==> src/hw/rtl/pwlc_pkg.sv <==
// Package for the piecewise linear curve lookup.
// Holds parameter defaults, command codes and result status codes.
// Used by pwlc_ram and piecewise_linear_curve_lookup.
package pwlc_pkg;

    localparam int MAX_KNOTS_DEF  = 16;
    localparam int TIME_BITS_DEF  = 24;
    localparam int VALUE_BITS_DEF = 20;

    localparam logic CMD_LOAD  = 1'b0;
    localparam logic CMD_QUERY = 1'b1;

    typedef enum logic [1:0] {
        STS_INTERP       = 2'd0,
        STS_EXACT        = 2'd1,
        STS_OUT_OF_RANGE = 2'd2
    } t_status;

endpackage

==> src/hw/rtl/piecewise_linear_curve_lookup.sv <==
// Piecewise linear curve lookup: a knot table in RAM, a serial scan and a
// radix-2 multiply-divide unit. Depends on pwlc_pkg and pwlc_ram.
//
// Usage
//   Input channel (i_in_valid / o_in_ready) carries load and query items.
//   A load item writes one knot (time, value) into the table and gives no
//   result. A query item gives one result item on the output channel
//   (o_out_valid / i_out_ready): the curve value and a status of
//   interpolated, exact knot or out of range.
//   The knot count register is written through i_cfg_wr_en / i_cfg_wr_data
//   and the user must write it only while the block is idle, as the block
//   itself does not enforce this; counts above MAX_KNOTS act as MAX_KNOTS.
//   A query reads one knot per cycle from the table RAM until the segment is
//   found. An interpolation then passes a set-up step and the multiply-divide
//   unit, one quotient digit a cycle. The block takes no new item while a
//   query is in progress and is ready again as its result appears.
// Reset and stalls
//   Reset clears the knot count and the output valid; the knot table is not
//   cleared and must be loaded before it is queried. If the receiver stalls,
//   the result waits in the output register and items are still taken until
//   the next query finishes; that query then waits for the register to drain
//   and no item is taken meanwhile.
module piecewise_linear_curve_lookup
    import pwlc_pkg::*;
#(
    parameter int MAX_KNOTS  = MAX_KNOTS_DEF,
    parameter int TIME_BITS  = TIME_BITS_DEF,
    parameter int VALUE_BITS = VALUE_BITS_DEF
) (
    input  logic                             i_clk,
    input  logic                             i_rst_n,
    input  logic                             i_cfg_wr_en,
    input  logic [$clog2(MAX_KNOTS+1)-1:0]   i_cfg_wr_data,
    input  logic                             i_in_valid,
    output logic                             o_in_ready,
    input  logic                             i_command,
    input  logic [$clog2(MAX_KNOTS)-1:0]     i_knot_index,
    input  logic [TIME_BITS-1:0]             i_knot_time,
    input  logic [VALUE_BITS-1:0]            i_knot_value,
    input  logic [TIME_BITS-1:0]             i_query_time,
    output logic                             o_out_valid,
    input  logic                             i_out_ready,
    output logic [VALUE_BITS-1:0]            o_curve_value,
    output logic [1:0]                       o_status
);

    localparam int KCW = $clog2(MAX_KNOTS + 1);
    localparam int KIW = $clog2(MAX_KNOTS);
    localparam int TB  = TIME_BITS;
    localparam int VB  = VALUE_BITS;
    localparam int SW  = TIME_BITS + 3;
    localparam int CW  = $clog2(VALUE_BITS + 1);
    localparam logic [KCW-1:0] MAX_CNT   = KCW'(MAX_KNOTS);
    localparam logic [KCW-1:0] TWO_CNT   = KCW'(2);
    localparam logic [CW-1:0]  STEP_LAST = CW'(1);
    localparam logic [CW-1:0]  STEP_INIT = CW'(VALUE_BITS);

    typedef enum logic [2:0] {
        S_IDLE,
        S_SCAN,
        S_PREP,
        S_DIV,
        S_FINISH
    } t_state;

    t_state          r_state;
    logic [KCW-1:0]  r_count;
    logic [KCW-1:0]  r_idx;
    logic [TB-1:0]   r_t;
    logic [TB-1:0]   r_x1;
    logic [VB-1:0]   r_y1;
    logic [TB-1:0]   r_dt;
    logic [TB-1:0]   r_span;
    logic [VB-1:0]   r_dy;
    logic            r_neg;
    logic [SW-1:0]   r_dt_m1;
    logic [SW-1:0]   r_dt_m2;
    logic [SW-1:0]   r_m1;
    logic [SW-1:0]   r_m2;
    logic [SW-1:0]   r_rem;
    logic [VB-1:0]   r_q;
    logic [CW-1:0]   r_step;
    t_status         r_res_status;
    logic            r_out_valid;
    logic [VB-1:0]   r_curve_value;
    t_status         r_status;

    logic            w_in_acc;
    logic            w_load_we;
    logic            w_rd_en;
    logic [KIW-1:0]  w_rd_addr;
    logic [TB+VB-1:0] w_rd_data;
    logic [TB-1:0]   w_x2;
    logic [VB-1:0]   w_y2;
    logic [KCW-1:0]  w_n_eff;
    logic [KCW-1:0]  n_idx;
    logic            w_exact;
    logic            w_inside;
    logic            w_cont;
    logic [SW-1:0]   w_twice;
    logic [SW-1:0]   w_a0;
    logic [SW-1:0]   w_a1;
    logic [SW-1:0]   w_a2;
    logic [SW-1:0]   w_c0;
    logic [SW-1:0]   w_c1;
    logic [SW-1:0]   w_c2;
    logic [SW-1:0]   n_rem;
    logic [1:0]      w_digit;

    assign o_in_ready = (r_state == S_IDLE);
    assign w_in_acc   = i_in_valid && o_in_ready;
    assign w_load_we  = w_in_acc && (i_command == CMD_LOAD)
                        && (KCW'(i_knot_index) < MAX_CNT);

    assign w_n_eff = (r_count > MAX_CNT) ? MAX_CNT : r_count;
    assign w_x2    = w_rd_data[TB+VB-1:VB];
    assign w_y2    = w_rd_data[VB-1:0];
    assign n_idx   = r_idx + KCW'(1);

    // Segment test for the knot that the RAM returns this cycle. On the
    // first knot only the exact match applies, as there is no segment yet.
    assign w_exact  = (r_t == w_x2);
    assign w_inside = (r_idx != '0) && (r_t > r_x1) && (r_t < w_x2);
    assign w_cont   = !w_exact && !w_inside && (n_idx < w_n_eff);

    assign w_rd_en   = (w_in_acc && (i_command == CMD_QUERY))
                       || ((r_state == S_SCAN) && w_cont);
    assign w_rd_addr = (r_state == S_SCAN) ? n_idx[KIW-1:0] : '0;

    pwlc_ram #(
        .WIDTH (TB + VB),
        .DEPTH (MAX_KNOTS)
    ) u_knot_ram (
        .i_clk     (i_clk),
        .i_wr_en   (w_load_we),
        .i_wr_addr (i_knot_index),
        .i_wr_data ({i_knot_time, i_knot_value}),
        .i_rd_en   (w_rd_en),
        .i_rd_addr (w_rd_addr),
        .o_rd_data (w_rd_data)
    );

    // One step of the fused multiply-divide. It keeps
    // q * span + rem = (leading bits of dy) * dt with rem below span, so each
    // step brings in one bit of dy and yields a quotient digit of 0, 1 or 2.
    assign w_twice = {r_rem[SW-2:0], 1'b0};
    assign w_a0    = r_dy[VB-1] ? {3'b000, r_dt} : '0;
    assign w_a1    = r_dy[VB-1] ? r_dt_m1 : r_m1;
    assign w_a2    = r_dy[VB-1] ? r_dt_m2 : r_m2;
    assign w_c0    = w_twice + w_a0;
    assign w_c1    = w_twice + w_a1;
    assign w_c2    = w_twice + w_a2;

    always_comb begin
        if (!w_c2[SW-1]) begin
            n_rem   = w_c2;
            w_digit = 2'd2;
        end else if (!w_c1[SW-1]) begin
            n_rem   = w_c1;
            w_digit = 2'd1;
        end else begin
            n_rem   = w_c0;
            w_digit = 2'd0;
        end
    end

    always_ff @(posedge i_clk) begin
        if (!i_rst_n) begin
            r_state     <= S_IDLE;
            r_count     <= '0;
            r_out_valid <= 1'b0;
        end else begin
            if (i_cfg_wr_en) begin
                r_count <= i_cfg_wr_data;
            end
            if (i_out_ready && (r_state != S_FINISH)) begin
                r_out_valid <= 1'b0;
            end

            unique case (r_state)
                S_IDLE: begin
                    if (w_in_acc && (i_command == CMD_QUERY)) begin
                        r_t   <= i_query_time;
                        r_idx <= '0;
                        if (w_n_eff < TWO_CNT) begin
                            r_y1         <= '0;
                            r_q          <= '0;
                            r_neg        <= 1'b0;
                            r_res_status <= STS_OUT_OF_RANGE;
                            r_state      <= S_FINISH;
                        end else begin
                            r_state <= S_SCAN;
                        end
                    end
                end
                S_SCAN: begin
                    if (w_exact) begin
                        r_y1         <= w_y2;
                        r_q          <= '0;
                        r_neg        <= 1'b0;
                        r_res_status <= STS_EXACT;
                        r_state      <= S_FINISH;
                    end else if (w_inside) begin
                        r_dt         <= r_t - r_x1;
                        r_span       <= w_x2 - r_x1;
                        r_neg        <= (w_y2 < r_y1);
                        r_dy         <= (w_y2 < r_y1) ? (r_y1 - w_y2) : (w_y2 - r_y1);
                        r_res_status <= STS_INTERP;
                        r_state      <= S_PREP;
                    end else if (w_cont) begin
                        r_x1  <= w_x2;
                        r_y1  <= w_y2;
                        r_idx <= n_idx;
                    end else begin
                        r_y1         <= '0;
                        r_q          <= '0;
                        r_neg        <= 1'b0;
                        r_res_status <= STS_OUT_OF_RANGE;
                        r_state      <= S_FINISH;
                    end
                end
                S_PREP: begin
                    r_dt_m1 <= {3'b000, r_dt} - {3'b000, r_span};
                    r_dt_m2 <= {3'b000, r_dt} - {2'b00, r_span, 1'b0};
                    r_m1    <= '0 - {3'b000, r_span};
                    r_m2    <= '0 - {2'b00, r_span, 1'b0};
                    r_rem   <= '0;
                    r_q     <= '0;
                    r_step  <= STEP_INIT;
                    r_state <= S_DIV;
                end
                S_DIV: begin
                    r_rem  <= n_rem;
                    r_q    <= {r_q[VB-2:0], 1'b0} + VB'(w_digit);
                    r_dy   <= {r_dy[VB-2:0], 1'b0};
                    r_step <= r_step - CW'(1);
                    if (r_step == STEP_LAST) begin
                        r_state <= S_FINISH;
                    end
                end
                S_FINISH: begin
                    if (!r_out_valid || i_out_ready) begin
                        r_out_valid   <= 1'b1;
                        r_curve_value <= r_neg ? (r_y1 - r_q) : (r_y1 + r_q);
                        r_status      <= r_res_status;
                        r_state       <= S_IDLE;
                    end
                end
                default: begin
                    r_state <= S_IDLE;
                end
            endcase
        end
    end

    assign o_out_valid   = r_out_valid;
    assign o_curve_value = r_curve_value;
    assign o_status      = r_status;

`ifndef SYNTHESIS
    a_rem_below_span: assert property (@(posedge i_clk) disable iff (!i_rst_n)
        (r_state == S_DIV) |-> (!r_rem[SW-1] && (r_rem[SW-2:0] < {2'b00, r_span})))
        else $error("divider remainder not below the segment span");

    a_scan_in_table: assert property (@(posedge i_clk) disable iff (!i_rst_n)
        (r_state == S_SCAN) |-> (r_idx < w_n_eff))
        else $error("scan index beyond the knots in use");

    a_span_nonzero: assert property (@(posedge i_clk) disable iff (!i_rst_n)
        (r_state == S_PREP) |-> (r_span != '0))
        else $error("interpolation started on an empty segment");

    a_query_busy: assert property (@(posedge i_clk) disable iff (!i_rst_n)
        (w_in_acc && (i_command == CMD_QUERY)) |=> !o_in_ready)
        else $error("input ready straight after a query item");

    a_oor_zero: assert property (@(posedge i_clk) disable iff (!i_rst_n)
        (o_out_valid && (o_status == STS_OUT_OF_RANGE)) |-> (o_curve_value == '0))
        else $error("out of range result with a non-zero value");
`endif

endmodule

==> src/hw/rtl/pwlc_ram.sv <==
// Generic single-write, single-read RAM with a registered read port.
// Depends on pwlc_pkg for default sizes only.
module pwlc_ram
    import pwlc_pkg::*;
#(
    parameter int WIDTH = TIME_BITS_DEF + VALUE_BITS_DEF,
    parameter int DEPTH = MAX_KNOTS_DEF
) (
    input  logic                     i_clk,
    input  logic                     i_wr_en,
    input  logic [$clog2(DEPTH)-1:0] i_wr_addr,
    input  logic [WIDTH-1:0]         i_wr_data,
    input  logic                     i_rd_en,
    input  logic [$clog2(DEPTH)-1:0] i_rd_addr,
    output logic [WIDTH-1:0]         o_rd_data
);

    logic [WIDTH-1:0] r_mem [DEPTH];
    logic [WIDTH-1:0] r_rd_data;

    always_ff @(posedge i_clk) begin
        if (i_wr_en) begin
            r_mem[i_wr_addr] <= i_wr_data;
        end
        if (i_rd_en) begin
            r_rd_data <= r_mem[i_rd_addr];
        end
    end

    assign o_rd_data = r_rd_data;

endmodule
==> config.mk <==
export PLATFORM = sky130hd
export DESIGN_NAME = piecewise_linear_curve_lookup
export DESIGN_NICKNAME = d
export VERILOG_FILES = /design/src/hw/rtl/pwlc_pkg.sv /design/src/hw/rtl/piecewise_linear_curve_lookup.sv /design/src/hw/rtl/pwlc_ram.sv
export SDC_FILE = /design/constraint.sdc
export NUM_CORES = 2
export LEC_CHECK = 0
export ABC_AREA = 1
export BUFFER_PORTS_ARGS = -buffer_cell sky130_fd_sc_hd__buf_2
export CORE_AREA = 2 2 304 306
export DETAILED_ROUTE_END_ITERATION = 16
export DIE_AREA = 0 0 306 308
export GPL_ROUTABILITY_DRIVEN = 0
export PLACE_DENSITY = 0.77
export REMOVE_ABC_BUFFERS = 1
export SLEW_MARGIN = 20
export SYNTH_ARGS = -nofsm -noshare
export SYNTH_HDL_FRONTEND = slang
export SYNTH_SLANG_ARGS = --single-unit
==> constraint.sdc <==
create_clock -name i_clk -period 6.2 [get_ports i_clk]
set_input_delay 0.31 -clock i_clk [delete_from_list [all_inputs] [get_ports i_clk]]
set_output_delay 0.31 -clock i_clk [all_outputs]
set_load 0.1 [all_outputs]
==> flow_summary_export.csv <==
group,metric,value,unit
sta,setup_violations,0,
placement,port_buffers,106,
sta,drv_slew,0,
pwr,power_frac_seq,40.0,%
route,ant_nets,0,
die,ios,107,
cts,cts_resized,0,
pwr,net-switching-power,7830,uW
route,wl_per_cell,20.4,um
sta,fmax,203,MHz
min_path,min_from,"i_knot_value[4]",
pwr,p_leak,0.0235,uW
die,dieArea,0.0942,mm2
worst_setup_path,critPathLaunchType,"flip-flop",
worst_setup_path,r2r-start,"r_dy[19]$_DFFE_PP_",
synthesis,synth_area_leaders,"edfxtp_1 58%, nor2_1 6.7%, nand2_1 6.2%, ha_1 6.0%, o21ai_0 3.1%",
cells_and_area,multi_input_comb_area,0.0203,mm2
placement,postPlaceCellArea,0.0558,mm2
route,viasPerCell,6.01,
pwr,power_frac_clock,28.3,%
placement,place_inst,6502,
cts,clock_latency,0.69,ns
pwr,vdd.ir_drop.worst,0.000292,V
die,die_h,308,um
synthesis,synth_cells,5348,
cts,max-clock-path-buffers,3,
grt,grt_usage,29.0,%
worst_setup_path,crit_buf_inv,4,
synthesis,synth_top_cell_by_area,"edfxtp_1",
pwr,switching_share,35.6,%
cells_and_area,drive_gt1_share,6.49,%
synthesis,avgSynthCellArea,10.1,um2
synthesis,ys_seq_area_share,58.2,%
min_path,min_to,"u_knot_ram.r_mem[1][4]$_DFFE_PP_",
worst_setup_path,reg2reg_slack,1.28,ns
worst_setup_path,crit_fanout,26,
pwr,combPwrFrac,31.6,%
cells_and_area,postLayoutCellArea,0.0600,mm2
worst_setup_path,timing.rr.end,"r_q[19]$_SDFFCE_PN0P_",
cts,cts_tree,"done",
cells_and_area,final_nets,5851,
grt,antenna_found_initial,11,
worst_setup_path,path_class,"reg2reg",
worst_setup_path,critPathMaxStageDelay,0.54,ns
run_status,status,"complete, no violations",
synthesis,synthArstFlopShare,0,%
synthesis,synth_ff_type,"edfxtp_1",
sta,finClkSkew,0.0265,ns
die,coreArea,0.0910,mm2
cells_and_area,synthToLayoutAreaGrowth,11.0,%
worst_setup_path,cp_slowest_cell,"clkinv_1",
sta,rsz0062_at_grt,"false",
cells_and_area,fill_cells,6819,
pwr,p_int,14200,uW
cells_and_area,seqCellArea,0.0314,mm2
sta,hold_viol,0,
cts,htreeDepth,3,
grt,overflow,0,
die,fp-row-count,111,
sta,setup_ws,1.28,ns
placement,dp_hpwl,88400,um
min_path,min_path_type,"in2reg",
route,drtIter0Drc,5234,
sta,fin_crit,4.92,ns
sta,period_share,79.3,%
worst_setup_path,arrival,5.42,ns
cts,numCtsBuffers,101,
route,drc,0,
cells_and_area,post-route-util,66.0,%
worst_setup_path,critPathTopFamily,"simple AND/OR/NAND/NOR gates",
route,wirelength,138000,um
synthesis,ys_ff_latch,1050,
route,drtPass1Iterations,6,
run,max_cap_violations,0,
min_path,min_path_cells,1,
synthesis,synth_common_cells,"1041 x edfxtp_1, 964 x nor2_1, 894 x nand2_1",
grt,grt_pass1_wl,213000,um
worst_setup_path,cp.required,6.70,ns
placement,pre_cts_ws,1.31,ns
synthesis,synth_edf_count,1041,
cts,path_clk_slew,0.07,ns
die,initial_core_util,59.4,%
cts,clock-sinks,1050,
synthesis,synth.most_common_cell,"edfxtp_1",
die,die-width,306,um
worst_setup_path,reg2reg_depth,27,
sta,worstMarginPinSlew,1.10,ns
sta,slew_headroom,26.5,%
sta,setup_tns,0,ns
route,vias,40700,
grt,grt_pass1_vias,39300,
synthesis,netlist.area_leader.share,57.8,%
cts,cts_root_buffer,"clkbuf_16",
synthesis,ys_types,54,
worst_setup_path,endpoint_kind,"flip-flop",
pwr,power_density,366,mW/mm2
worst_setup_path,path_common_cell,"nand2_1",
grt,grt_max_degree,185,
synthesis,netlist_area,0.0540,mm2
synthesis,yosysWarnings,0,
cells_and_area,stdcell_count,6773,
-- cells by family (layout without fill, tap and decap cells) --
logic type      Yosys count  after routing  synth area share (%)
other cells               0              6                     0
simple gates           2237           2237                  16.7
compound gates          948            948                  10.6
buf+inv                 629            862                  4.67
flops                  1050           1050                  58.2
xor+xnor                213            213                  3.45
fa+ha+maj               271            271                  6.41
-- cell usage in the layout (no fill, tap or decap), drive strengths merged, types with 83 or more instances in the layout --
cell	instances
nor3	83
o21ai	343
nand3	222
buf	159
inv	444
nor2	968
edfxtp	1041
ha	261
clkbuf	118
nand2	896
o311ai	155
xor2	151
a21oi	284
-- per-stage QoR --
stage	power, uW	hold slack [ns]
floorplan	13700	0.400
global placement	15500	0.480
detailed placement	15700	0.478
CTS	21900	0.00102
global route	23100	0.0135
finish	22000	0.0224
-- worst max path at each step --
stage,startpoint,cells after the start,to
3_3_place_gp,r_dy[19]$_DFFE_PP_,26,r_q[19]$_SDFFCE_PN0P_
6_report,r_dy[19]$_DFFE_PP_,27,r_q[19]$_SDFFCE_PN0P_
5_1_grt,r_dy[19]$_DFFE_PP_,27,r_q[19]$_SDFFCE_PN0P_
2_1_floorplan,r_idx[0]$_SDFFCE_PP0P_,7,u_knot_ram.o_rd_data[0]$_DFFE_PP_
3_5_place_dp,r_dy[19]$_DFFE_PP_,27,r_q[19]$_SDFFCE_PN0P_
4_1_cts,r_dy[19]$_DFFE_PP_,27,r_q[19]$_SDFFCE_PN0P_
-- power groups by stage --
| stage | Combinational [uW] | Sequential [uW] | Clock, uW |
|---|---|---|---|
| final | 6950 | 8800 | 6230 |
| after global routing | 7680 | 8830 | 6560 |
| after CTS | 6830 | 8790 | 6280 |
| after detailed placement | 6740 | 8940 | 0 |
| after global placement | 6580 | 8930 | 0 |
| after floorplan | 4640 | 9040 | 0 |
-- flip-flops by register name, summed over array words and instances, names as in the netlist, 2 cells and up --
signal and flops:
r_rem 26, r_idx 5, r_dt_m1 25, o_curve_value 20
r_q 20, r_step 5, r_t 24, r_dt 24
r_x1 24, r_span 24, u_knot_ram.o_rd_data 44, r_m1 25
r_dy 20, o_status 2, u_knot_ram.r_mem 704, r_dt_m2 26
r_count 5, r_res_status 2, r_state 3, r_y1 20
-- layout make-up --
cell class              count  share of cell area (%)
diodes                      6                  0.0250
flip-flops and latches   1050                    52.4
well taps                1186                    2.47
repair buffers            236                    2.97
clock buffers             118                    4.32
inverters                 439                    2.77
multi-input cells        3669                    33.8
clock inverters            69                    1.26
-- metal layers --
layer,up-vias,track usage [%],wire (um),part of all wire (%)
li1,19000,-,-,-
met1,19300,38.0,54200,39
met2,2004,48.1,65800,48
met3,375,4.98,12800,9.3
met4,10,12.4,5560,4.0
met5,-,0,59,0.043
-- timing repair --
item / 4_1_cts / 5_1_grt
hold buffers: 77 / 0
setup endpoints to repair: 0 / 0
endpoints found under the hold margin: 464 / 0
setup buffers: 0 / 0
No activity file was read; power rests on OpenSTA's default activity.
